<file path="config.mk">
export PLATFORM = sky130hd
export DESIGN_NAME = baro_sensor_compensation_flat
export DESIGN_NICKNAME = d
export VERILOG_FILES = /design/src/rtl/bsc_pkg.sv /design/src/rtl/bsc_if.sv /design/src/rtl/bsc_datapath.sv /design/src/rtl/bsc_ctrl.sv /design/src/rtl/bsc_regs.sv /design/src/rtl/baro_sensor_compensation.sv /design/src/flat_wrapper.sv
export SDC_FILE = /design/constraint.sdc
export NUM_CORES = 2
export LEC_CHECK = 0
export BUFFER_PORTS_ARGS = -buffer_cell sky130_fd_sc_hd__buf_2
export CAP_MARGIN = 20
export CORE_AREA = 2 2 316 318
export DETAILED_ROUTE_END_ITERATION = 10
export DIE_AREA = 0 0 318 320
export PLACE_DENSITY = 0.72
export SYNTH_ARGS = -nofsm -noshare
export SYNTH_HDL_FRONTEND = slang
export SYNTH_SLANG_ARGS = --single-unit
</file>
<file path="constraint.sdc">
create_clock -name clk -period 23.6 [get_ports clk]
set_clock_uncertainty 0.15 [all_clocks]
set_input_delay 2.36 -clock clk [delete_from_list [all_inputs] [get_ports clk]]
set_output_delay 2.36 -clock clk [all_outputs]
set_load 0.02 [all_outputs]
</file>
<file path="src/rtl/bsc_pkg.sv">
// Shared types and constants for the barometric compensation block.
`timescale 1ns / 1ps
package bsc_pkg;

	localparam int unsigned SampleWidth = 20;
	localparam int unsigned ValueWidth = 32;
	localparam int unsigned CfgAddrWidth = 5;
	localparam int unsigned CfgDataWidth = 64;

	localparam logic [CfgAddrWidth-1:0] AddrTempCal = 5'd0;
	localparam logic [CfgAddrWidth-1:0] AddrPressLow = 5'd8;
	localparam logic [CfgAddrWidth-1:0] AddrPressHigh = 5'd16;
	localparam logic [CfgAddrWidth-1:0] AddrPressLast = 5'd24;

	localparam logic [31:0] PressOffset = 32'd64000;
	localparam logic [31:0] AdcFull = 32'd1048576;
	localparam logic [31:0] PressScale = 32'd3125;
	localparam logic [31:0] SignBit = 32'h8000_0000;
	localparam logic [31:0] OneQ15 = 32'd32768;
	localparam logic [31:0] RoundHalf = 32'd128;

	// datapath micro-operations, one per sequencer step
	typedef enum logic [4:0] {
		OP_T_A   = 5'd0,
		OP_T_V1  = 5'd1,
		OP_T_B   = 5'd2,
		OP_T_BB  = 5'd3,
		OP_T_V2  = 5'd4,
		OP_T_FIN = 5'd5,
		OP_T_RES = 5'd6,
		OP_P_V1  = 5'd7,
		OP_P_SQ  = 5'd8,
		OP_P_X6  = 5'd9,
		OP_P_X5  = 5'd10,
		OP_P_V2  = 5'd11,
		OP_P_Y3  = 5'd12,
		OP_P_Y2  = 5'd13,
		OP_P_Y1  = 5'd14,
		OP_P_DEN = 5'd15,
		OP_P_NUM = 5'd16,
		OP_P_DIV = 5'd17,
		OP_P_W   = 5'd18,
		OP_P_Z9  = 5'd19,
		OP_P_Z8  = 5'd20,
		OP_P_RES = 5'd21,
		OP_NONE  = 5'd22
	} op_t;

	typedef struct packed {
		logic  load;      // capture input transaction
		logic  step;      // execute op
		op_t   op;
		logic  div_start;
		logic  take;      // result handed to output register
	} dp_cmd_t;

	typedef struct packed {
		logic kind;
		logic div_busy;
		logic den_zero;
	} dp_stat_t;

	function automatic logic [31:0] asr32(input logic [31:0] x, input int unsigned n);
		asr32 = 32'($signed(x) >>> n);
	endfunction

	function automatic logic [31:0] sx16(input logic [15:0] w);
		sx16 = {{16{w[15]}}, w};
	endfunction

endpackage

</file>
<file path="src/rtl/bsc_if.sv">
// Valid/ready channel interfaces for samples and results.
`timescale 1ns / 1ps
interface bsc_sample_if;
	logic                          valid;
	logic                          ready;
	logic                          kind;
	logic [bsc_pkg::SampleWidth-1:0] raw_sample;
	modport source (output valid, kind, raw_sample, input ready);
	modport sink (input valid, kind, raw_sample, output ready);
endinterface

interface bsc_result_if;
	logic                         valid;
	logic                         ready;
	logic                         result_kind;
	logic [bsc_pkg::ValueWidth-1:0] result_value;
	logic                         divisor_zero;
	modport source (output valid, result_kind, result_value, divisor_zero, input ready);
	modport sink (input valid, result_kind, result_value, divisor_zero, output ready);
endinterface

</file>
<file path="src/rtl/bsc_datapath.sv">
// Compensation datapath: shared multiplier, accumulators and a radix-2 divider.
`timescale 1ns / 1ps
module bsc_datapath (
	input  logic                         clk,
	input  logic                         arst_n,
	input  bsc_pkg::dp_cmd_t             cmd,
	output bsc_pkg::dp_stat_t            stat,
	input  logic                         in_kind,
	input  logic [bsc_pkg::SampleWidth-1:0] in_raw,
	input  logic [47:0]                  temp_cal,
	input  logic [63:0]                  press_cal_low,
	input  logic [63:0]                  press_cal_high,
	input  logic [15:0]                  press_cal_last,
	output logic [31:0]                  res_value,
	output logic                         res_flag
);
	import bsc_pkg::*;

	logic        kind_q;
	logic [19:0] adc_q;
	logic [31:0] fine_q;
	logic [31:0] a_q, b_q, c_q, d_q;
	logic [31:0] ma, mb, prod;
	logic [31:0] t1, t2, t3, p1, p2, p3, p4, p5, p6, p7, p8, p9;
	logic        flag_q;
	// divider
	logic [31:0] dq_q, dr_q, dd_q;
	logic [5:0]  dcnt_q;
	logic        dbusy_q;
	logic [32:0] dtrial;
	logic [31:0] drem_sh;

	assign t1 = {16'd0, temp_cal[15:0]};
	assign t2 = sx16(temp_cal[31:16]);
	assign t3 = sx16(temp_cal[47:32]);
	assign p1 = {16'd0, press_cal_low[15:0]};
	assign p2 = sx16(press_cal_low[31:16]);
	assign p3 = sx16(press_cal_low[47:32]);
	assign p4 = sx16(press_cal_low[63:48]);
	assign p5 = sx16(press_cal_high[15:0]);
	assign p6 = sx16(press_cal_high[31:16]);
	assign p7 = sx16(press_cal_high[47:32]);
	assign p8 = sx16(press_cal_high[63:48]);
	assign p9 = sx16(press_cal_last);

	// operand select for the single 32x32 multiplier (low half kept)
	always_comb begin
		ma = a_q;
		mb = a_q;
		unique case (cmd.op)
			OP_T_V1:  begin ma = a_q; mb = t2; end
			OP_T_BB:  begin ma = b_q; mb = b_q; end
			OP_T_V2:  begin ma = asr32(c_q, 12); mb = t3; end
			OP_T_RES: begin ma = fine_q; mb = 32'd5; end
			OP_P_SQ:  begin ma = asr32(a_q, 2); mb = asr32(a_q, 2); end
			OP_P_X6:  begin ma = asr32(b_q, 11); mb = p6; end
			OP_P_X5:  begin ma = a_q; mb = p5; end
			OP_P_Y3:  begin ma = p3; mb = asr32(b_q, 13); end
			OP_P_Y2:  begin ma = p2; mb = a_q; end
			OP_P_DEN: begin ma = OneQ15 + a_q; mb = p1; end
			OP_P_NUM: begin ma = (AdcFull - {12'd0, adc_q}) - asr32(c_q, 12);
				mb = PressScale; end
			OP_P_W:   begin ma = {3'd0, b_q[31:3]}; mb = {3'd0, b_q[31:3]}; end
			OP_P_Z9:  begin ma = p9; mb = {13'd0, a_q[31:13]}; end
			OP_P_Z8:  begin ma = {2'd0, b_q[31:2]}; mb = p8; end
			default:  begin ma = a_q; mb = a_q; end
		endcase
	end
	assign prod = ma * mb;

	assign dtrial = {dr_q, dq_q[31]} - {1'b0, dd_q};
	assign drem_sh = {dr_q[30:0], dq_q[31]};

	always_ff @(posedge clk or negedge arst_n) begin
		if (!arst_n) begin
			fine_q <= '0;
			dbusy_q <= 1'b0;
			dcnt_q <= '0;
		end else begin
			if (cmd.step && cmd.op == OP_T_FIN)
				fine_q <= a_q + c_q;
			if (cmd.div_start) begin
				dbusy_q <= 1'b1;
				dcnt_q <= 6'd32;
			end else if (dbusy_q) begin
				dcnt_q <= dcnt_q - 6'd1;
				if (dcnt_q == 6'd1)
					dbusy_q <= 1'b0;
			end
		end
	end

	always_ff @(posedge clk) begin
		if (cmd.load) begin
			kind_q <= in_kind;
			adc_q <= in_raw;
			flag_q <= 1'b0;
		end
		if (cmd.div_start) begin
			// numerator chosen per the two overflow-avoiding forms
			dq_q <= (c_q < SignBit) ? {c_q[30:0], 1'b0} : c_q;
			dr_q <= '0;
			dd_q <= a_q;
		end else if (dbusy_q) begin
			if (!dtrial[32]) begin
				dr_q <= dtrial[31:0];
				dq_q <= {dq_q[30:0], 1'b1};
			end else begin
				dr_q <= drem_sh;
				dq_q <= {dq_q[30:0], 1'b0};
			end
		end
		if (cmd.step) begin
			unique case (cmd.op)
				OP_T_A:   a_q <= {15'd0, adc_q[19:3]} - {t1[30:0], 1'b0};
				OP_T_V1:  a_q <= asr32(prod, 11);
				OP_T_B:   b_q <= {16'd0, adc_q[19:4]} - t1;
				OP_T_BB:  c_q <= prod;
				OP_T_V2:  c_q <= asr32(prod, 14);
				OP_T_FIN: ;
				OP_T_RES: d_q <= asr32(prod + RoundHalf, 8);
				OP_P_V1:  a_q <= asr32(fine_q, 1) - PressOffset;
				OP_P_SQ:  b_q <= prod;
				OP_P_X6:  c_q <= prod;
				OP_P_X5:  c_q <= c_q + {prod[30:0], 1'b0};
				OP_P_V2:  c_q <= asr32(c_q, 2) + {p4[15:0], 16'd0};
				OP_P_Y3:  d_q <= asr32(prod, 3);
				OP_P_Y2:  a_q <= asr32(d_q + asr32(prod, 1), 18);
				OP_P_Y1:  ;
				OP_P_DEN: a_q <= asr32(prod, 15);
				OP_P_NUM: begin c_q <= prod; flag_q <= (a_q == '0); end
				OP_P_DIV: b_q <= (c_q < SignBit) ? dq_q : {dq_q[30:0], 1'b0};
				OP_P_W:   a_q <= prod;
				OP_P_Z9:  d_q <= asr32(prod, 12);
				OP_P_Z8:  c_q <= asr32(prod, 13);
				OP_P_RES: d_q <= flag_q ? '0 : b_q + asr32(d_q + c_q + p7, 4);
				default:  ;
			endcase
		end
	end

	assign stat.kind = kind_q;
	assign stat.div_busy = dbusy_q;
	assign stat.den_zero = flag_q;
	assign res_value = d_q;
	assign res_flag = flag_q & kind_q;

endmodule

</file>
<file path="src/rtl/bsc_ctrl.sv">
// Sequencer for the compensation steps and the result handshake.
`timescale 1ns / 1ps
module bsc_ctrl (
	input  logic              clk,
	input  logic              arst_n,
	bsc_sample_if.sink        smp,
	bsc_result_if.source      res,
	output bsc_pkg::dp_cmd_t  cmd,
	input  bsc_pkg::dp_stat_t stat,
	input  logic [31:0]       res_value,
	input  logic              res_flag
);
	import bsc_pkg::*;

	typedef enum logic [4:0] {
		ST_IDLE = 5'b00001,
		ST_RUN  = 5'b00010,
		ST_DIVS = 5'b00100,
		ST_DIVW = 5'b01000,
		ST_DONE = 5'b10000
	} state_t;

	state_t state_q, state_d;
	op_t    op_q, op_d;
	logic   out_valid_q;
	logic   out_kind_q, out_flag_q;
	logic [31:0] out_value_q;
	logic   out_free;

	assign out_free = !out_valid_q || res.ready;
	assign smp.ready = (state_q == ST_IDLE);

	always_comb begin
		state_d = state_q;
		op_d = op_q;
		cmd = '{load: 1'b0, step: 1'b0, op: op_q, div_start: 1'b0, take: 1'b0};
		unique case (state_q)
			ST_IDLE: begin
				if (smp.valid) begin
					cmd.load = 1'b1;
					state_d = ST_RUN;
					op_d = smp.kind ? OP_P_V1 : OP_T_A;
				end
			end
			ST_RUN: begin
				cmd.step = 1'b1;
				unique case (op_q)
					OP_T_RES, OP_P_RES: state_d = ST_DONE;
					OP_P_NUM: begin state_d = ST_DIVS; op_d = OP_P_DIV; end
					default: op_d = op_t'(op_q + 5'd1);
				endcase
			end
			ST_DIVS: begin
				cmd.div_start = 1'b1;
				state_d = ST_DIVW;
			end
			ST_DIVW: begin
				if (!stat.div_busy) begin
					cmd.step = 1'b1;
					state_d = ST_RUN;
					// zero divisor skips to the final op, which forces zero
					op_d = stat.den_zero ? OP_P_RES : OP_P_W;
				end
			end
			ST_DONE: begin
				if (out_free) begin
					cmd.take = 1'b1;
					state_d = ST_IDLE;
				end
			end
			default: state_d = ST_IDLE;
		endcase
	end

	always_ff @(posedge clk or negedge arst_n) begin
		if (!arst_n) begin
			state_q <= ST_IDLE;
			op_q <= OP_NONE;
			out_valid_q <= 1'b0;
		end else begin
			state_q <= state_d;
			op_q <= op_d;
			if (cmd.take)
				out_valid_q <= 1'b1;
			else if (res.ready)
				out_valid_q <= 1'b0;
		end
	end

	always_ff @(posedge clk) begin
		if (cmd.take) begin
			out_value_q <= res_value;
			out_kind_q <= stat.kind;
			out_flag_q <= res_flag;
		end
	end

	assign res.valid = out_valid_q;
	assign res.result_value = out_value_q;
	assign res.result_kind = out_kind_q;
	assign res.divisor_zero = out_flag_q;

`ifndef NO_ASSERTIONS
	a_take_from_done: assert property (@(posedge clk) disable iff (!arst_n)
		cmd.take |-> state_q == ST_DONE) else $error("take outside done");
	a_no_overwrite: assert property (@(posedge clk) disable iff (!arst_n)
		(out_valid_q && !res.ready) |-> !cmd.take) else $error("result overwritten");
	a_div_idle_start: assert property (@(posedge clk) disable iff (!arst_n)
		cmd.div_start |-> !stat.div_busy) else $error("divider restarted");
	a_temp_no_flag: assert property (@(posedge clk) disable iff (!arst_n)
		(cmd.take && !stat.kind) |-> !res_flag) else $error("flag on temperature");
`endif

endmodule

</file>
<file path="src/rtl/bsc_regs.sv">
// APB calibration register file.
`timescale 1ns / 1ps
module bsc_regs (
	input  logic                              clk,
	input  logic                              arst_n,
	input  logic                              psel,
	input  logic                              penable,
	input  logic                              pwrite,
	input  logic [bsc_pkg::CfgAddrWidth-1:0]  paddr,
	input  logic [bsc_pkg::CfgDataWidth-1:0]  pwdata,
	output logic [bsc_pkg::CfgDataWidth-1:0]  prdata,
	output logic                              pready,
	output logic [47:0]                       temp_cal,
	output logic [63:0]                       press_cal_low,
	output logic [63:0]                       press_cal_high,
	output logic [15:0]                       press_cal_last
);
	import bsc_pkg::*;

	logic wr;
	assign pready = 1'b1;
	assign wr = psel && penable && pwrite;

	always_ff @(posedge clk or negedge arst_n) begin
		if (!arst_n) begin
			temp_cal <= '0;
			press_cal_low <= '0;
			press_cal_high <= '0;
			press_cal_last <= '0;
		end else if (wr) begin
			unique case (paddr)
				AddrTempCal:   temp_cal <= pwdata[47:0];
				AddrPressLow:  press_cal_low <= pwdata;
				AddrPressHigh: press_cal_high <= pwdata;
				AddrPressLast: press_cal_last <= pwdata[15:0];
				default: ;
			endcase
		end
	end

	always_comb begin
		unique case (paddr)
			AddrTempCal:   prdata = {16'd0, temp_cal};
			AddrPressLow:  prdata = press_cal_low;
			AddrPressHigh: prdata = press_cal_high;
			AddrPressLast: prdata = {48'd0, press_cal_last};
			default:       prdata = '0;
		endcase
	end

endmodule

</file>
<file path="src/rtl/baro_sensor_compensation.sv">
// Top level of the barometric sensor compensation block.
// Temperature transaction: steps OP_T_A to OP_T_RES, result then registered.
// Pressure transaction: steps up to a serial divide, cut short on a zero divisor.
// One sample in flight at a time; the output register frees the sequencer early.
// arst_n clears the sequencer, output valid, calibration and fine temperature.
// Calibration may be written over APB only while the block is idle.
`timescale 1ns / 1ps
module baro_sensor_compensation (
	input  logic                             clk,
	input  logic                             arst_n,
	bsc_sample_if.sink                       smp,
	bsc_result_if.source                     res,
	input  logic                             psel,
	input  logic                             penable,
	input  logic                             pwrite,
	input  logic [bsc_pkg::CfgAddrWidth-1:0] paddr,
	input  logic [bsc_pkg::CfgDataWidth-1:0] pwdata,
	output logic [bsc_pkg::CfgDataWidth-1:0] prdata,
	output logic                             pready
);
	import bsc_pkg::*;

	dp_cmd_t     cmd;
	dp_stat_t    stat;
	logic [47:0] temp_cal;
	logic [63:0] press_cal_low, press_cal_high;
	logic [15:0] press_cal_last;
	logic [31:0] res_value;
	logic        res_flag;

	// calibration words
	bsc_regs u_regs (
		.clk, .arst_n, .psel, .penable, .pwrite, .paddr, .pwdata, .prdata, .pready,
		.temp_cal, .press_cal_low, .press_cal_high, .press_cal_last
	);

	// sequencer owns both handshakes
	bsc_ctrl u_ctrl (
		.clk, .arst_n, .smp, .res, .cmd, .stat, .res_value, .res_flag
	);

	// arithmetic: one multiplier, one serial divider
	bsc_datapath u_dp (
		.clk, .arst_n, .cmd, .stat,
		.in_kind(smp.kind), .in_raw(smp.raw_sample),
		.temp_cal, .press_cal_low, .press_cal_high, .press_cal_last,
		.res_value, .res_flag
	);

endmodule

</file>
<file path="src/flat_wrapper.sv">
// flat-port wrapper written by rule: the top's interface ports become plain ports
module baro_sensor_compensation_flat import bsc_pkg::*;
  (clk, arst_n, psel, penable, pwrite, paddr, pwdata, prdata, pready, smp_valid, smp_kind, smp_raw_sample, smp_ready, res_valid, res_result_kind, res_result_value, res_divisor_zero, res_ready);
  bsc_sample_if smp_i ();
  bsc_result_if res_i ();
  input  logic clk;
  input  logic arst_n;
  input  logic psel;
  input  logic penable;
  input  logic pwrite;
  input  logic [bsc_pkg::CfgAddrWidth-1:0] paddr;
  input  logic [bsc_pkg::CfgDataWidth-1:0] pwdata;
  output logic [bsc_pkg::CfgDataWidth-1:0] prdata;
  output logic pready;
  input wire logic [$bits(smp_i.valid)-1:0] smp_valid;
  input wire logic [$bits(smp_i.kind)-1:0] smp_kind;
  input wire logic [$bits(smp_i.raw_sample)-1:0] smp_raw_sample;
  output wire logic [$bits(smp_i.ready)-1:0] smp_ready;
  output wire logic [$bits(res_i.valid)-1:0] res_valid;
  output wire logic [$bits(res_i.result_kind)-1:0] res_result_kind;
  output wire logic [$bits(res_i.result_value)-1:0] res_result_value;
  output wire logic [$bits(res_i.divisor_zero)-1:0] res_divisor_zero;
  input wire logic [$bits(res_i.ready)-1:0] res_ready;
  assign smp_i.valid = smp_valid;
  assign smp_i.kind = smp_kind;
  assign smp_i.raw_sample = smp_raw_sample;
  assign smp_ready = smp_i.ready;
  assign res_valid = res_i.valid;
  assign res_result_kind = res_i.result_kind;
  assign res_result_value = res_i.result_value;
  assign res_divisor_zero = res_i.divisor_zero;
  assign res_i.ready = res_ready;
  baro_sensor_compensation u_core (.clk(clk), .arst_n(arst_n), .smp(smp_i), .res(res_i), .psel(psel), .penable(penable), .pwrite(pwrite), .paddr(paddr), .pwdata(pwdata), .prdata(prdata), .pready(pready));
endmodule
</file>
==> key figures <==
STA
  • Fin Hold WS: 298 ps
  • Crit share post-route: 0.680
  • Final hold violation count: 0
  • Least-Margin Pin Slew: 1210 ps
  • Final Max Slew Viols: 0
  • Relative slew slack: 0.189
  • Clock period minus worst slack: 16050 ps
  • Final Setup Violations: 0
  • Max Clk Rate: 62.3 MHz
  • RSZ-0062 raised after global routing: false
  • Setup Total Neg Slack: 0 ps

Clocking
  • TritonCTS Buffers: 57
  • Root Driver: clkbuf_16
  • Clock Path Buffers: 3
  • CTS Hold Bufs: 0
  • CTS clk-pin slew, worst paths: 60 ps
  • TritonCTS clock tree: built
  • Post-CTS sizing: 0
  • H-Tree Depth: 2
  • CTS Sinks: 522
  • Post-CTS setup buffers: 0
  • Worst skew pair latency: 700 ps

Yosys
  • Combinational family with the most area after synthesis: adder cells
  • Ys Warns: 0
  • Mux contribution to synthesized area: 0.0635
  • Post-synthesis xor/xnor area fraction: 0.0546
  • Synth Area in Simple Gates: 0.137
  • Synth Area per Inst: 9.33 sq um
  • Cells after Synth: 5757
  • Post-synth top area cell: fa_1
  • Most used flip-flop cell after synthesis: edfxtp_1
  • Asr flop ratio synth: 0.464
  • Compound-Gate Fraction of Synth Area: 0.162
  • Seq cells post-synth: 522
  • Netlist Area Pre-Place: 0.0537 sq mm
  • Synth cell types: 107
  • Syn Nets: 6670
  • Post-Synth Adder-Cell Area: 0.252
  • Sequential cell area fraction in the yosys report: 0.263
  • Synth area leaders: fa_1 17%, edfxtp_1 14%, dfrtp_1 11%
  • Post-synth EDFFs: 247
  • Synth top area share: 0.166

Die
  • Core footprint: 0.0980 sq mm
  • Io pins: 198
  • Initial Util: 0.548
  • Row count: 115
  • DIE HEIGHT: 320 microns
  • Die footprint: 0.102 sq mm
  • DIE WIDTH: 318 microns

Cells and area
  • Core Util, Final: 0.597
  • Layout cell share with drive strength beyond 1: 0.129
  • Multi-input logic area: 0.0362 sq mm
  • Area grow syn2layout: 8.94%
  • Fill cells: 8517
  • Fin nets: 6799
  • Most frequent cells in the layout: 640 x inv_1, 530 x nand2_1, 493 x nor2_1
  • Sequential Area: 0.0141 sq mm
  • Commonest non-fill, non-tap cell in the layout: inv_1

Routing
  • TritonRoute pass-1 iters: 11
  • DR iter-0 viols: 6782
  • DRT Wirelength: 221000 microns
  • Vias after detailed routing: 48200
  • DRC: 0
  • Final ANT Viol Nets: 0
  • WL per Instance: 30.6 microns
  • Routed vias/inst: 6.66

Global route
  • Total congestion overflow: 0
  • Wire length of the first global-routing pass: 320000 microns
  • Initial antenna violation count: 10
  • Vias in the first global route: 46900
  • GR Util All Layers: 0.431
  • Largest net degree at the start of global routing: 110

Placement
  • Final Wtd Congestion: 1.06
  • Port Buf Inserts: 196
  • Post-DP HPWL: 167000 microns

Critical path
  • Startpoint Class: register
  • Family with the most delay on the worst path: adder cells
  • Worst Path Buf+Inv: 4
  • Critical R2R Launch: u_core.u_dp.adc_q[3]
  • Critical Path AT: 16260 ps
  • Crit end category: register
  • Delay of the slowest critical-path stage: 690 ps
  • Worst setup path startpoint: u_core.u_dp.adc_q[3]
  • CP max FO: 11
  • Critical Path RT: 23800 ps
  • CP max-delay cell: a211oi_2
  • Crit Path Class: reg -> reg

Run
  • Max-cap viol count: 0

Min path
  • Hold path start: u_core.u_dp.kind_q
  • HP Class: reg -> reg

Status
  • Outcome: completed
[layout make-up]
type	count	share of cell area
clock buffers	70	0.0256
flip-flops and latches	522	0.242
inverters	646	0.0414
multi-input cells	4291	0.619
well taps	1287	0.0275
diodes	5	0.000214
repair buffers	368	0.0392
clock inverters	38	0.00513
[worst reg2reg max path, delay by kind of cell, from the launching register on]
| family | cells | cell delay (ps) |
|---|---|---|
| AND/OR/NAND/NOR | 14 | 3360 |
| adder cells (fa/ha/maj) | 10 | 4470 |
| flip-flops | 1 | 440 |
| buffers and inverters | 4 | 490 |
| AO/OA/AOI/OAI | 12 | 3970 |
| XOR/XNOR | 12 | 2860 |
[stage by stage]
stage,setup slack (ps),area (sq um),cells
floorplan,10210,53700,5757
global placement,8170,56600,7107
detailed placement,7950,56700,7108
CTS,7900,58500,7216
global route,6740,58500,7222
finish,7550,58500,7227
[registers in the layout, indices dropped and copies added (netlist names)]
| signal | count |
|---|---|
| u_core.u_dp.dq_q | 32 |
| u_core.u_regs.temp_cal | 48 |
| u_core.u_dp.b_q | 32 |
| u_core.u_dp.kind_q | 1 |
| u_core.u_ctrl.state_q | 5 |
| u_core.u_dp.dd_q | 32 |
| u_core.u_dp.dr_q | 32 |
| u_core.u_regs.press_cal_last | 16 |
| u_core.u_regs.press_cal_high | 64 |
| u_core.u_ctrl.res.result_kind | 1 |
| u_core.u_regs.press_cal_low | 64 |
| u_core.u_dp.c_q | 32 |
| u_core.u_dp.a_q | 32 |
| u_core.u_dp.adc_q | 20 |
| u_core.u_ctrl.res.divisor_zero | 1 |
| u_core.u_ctrl.op_q | 5 |
| u_core.u_dp.dcnt_q | 6 |
| u_core.u_dp.dbusy_q | 1 |
| u_core.u_dp.fine_q | 32 |
| u_core.u_dp.flag_q | 1 |
| u_core.u_dp.res_value | 32 |
| u_core.u_ctrl.res.result_value | 32 |
| u_core.u_ctrl.res.valid | 1 |
[cells in the mapped netlist (all sizes together), types with 19 or more instances]
cell type    n
o21a        30
a211oi      40
nand2b      96
a22o        45
ha         371
a221oi      63
and2        32
nor4        30
o21ai      275
a222oi      68
dfrtp      238
a21o        57
a31oi       44
mux2i      137
a21boi      27
or3         28
nor3        82
inv        643
o221ai      31
a21oi      199
a221o       19
or2         47
nand4       30
nor2       502
o21bai      23
edfxtp     247
o22ai       37
xnor2      227
dfxtp       33
mux2       181
and3        30
clkbuf     234
o211ai      29
fa         445
nand3       90
buf         64
nand2      530
xor2        89
a22oi      116
nor2b       47
[final timing paths]
check                                                  end  slack [ps]  cells past startpoint
setup / recovery                       u_core.u_dp.a_q[25]        7550                     52
hold / removal               u_core.u_ctrl.res.result_kind         300                      0
setup reg to reg                       u_core.u_dp.a_q[25]        7550                     52
hold reg to reg              u_core.u_ctrl.res.result_kind         300                      0
max in group asynchronous              u_core.u_dp.dbusy_q       20140                      2
min in group asynchronous  u_core.u_regs.press_cal_last[3]        1560                      1
[per-layer routing]
layer  global-route usage  vias to the layer above  part of all wire
li1                     -                    20400                 -
met1                0.532                    23600              0.36
met2                0.631                     3263              0.42
met3                0.133                      892              0.12
met4                0.335                        6             0.096
met5                    0                        -           0.00019
[cells by family (layout without fill, tap and decap cells)]
| family | count (synthesis) | count (layout) |
|---|---|---|
| and+or+nand+nor | 1591 | 1591 |
| AOI/OAI and AO/OA | 1242 | 1242 |
| buffers and inverters | 944 | 1122 |
| adders and majority gates | 816 | 816 |
| DFF | 522 | 522 |
| xor gates and xnor gates | 323 | 323 |
| muxes | 318 | 318 |
| other | 1 | 6 |
Power is left out: the tool's default activity adds up to more than one toggle a clock period on the data nets, which glitch-free logic cannot reach.
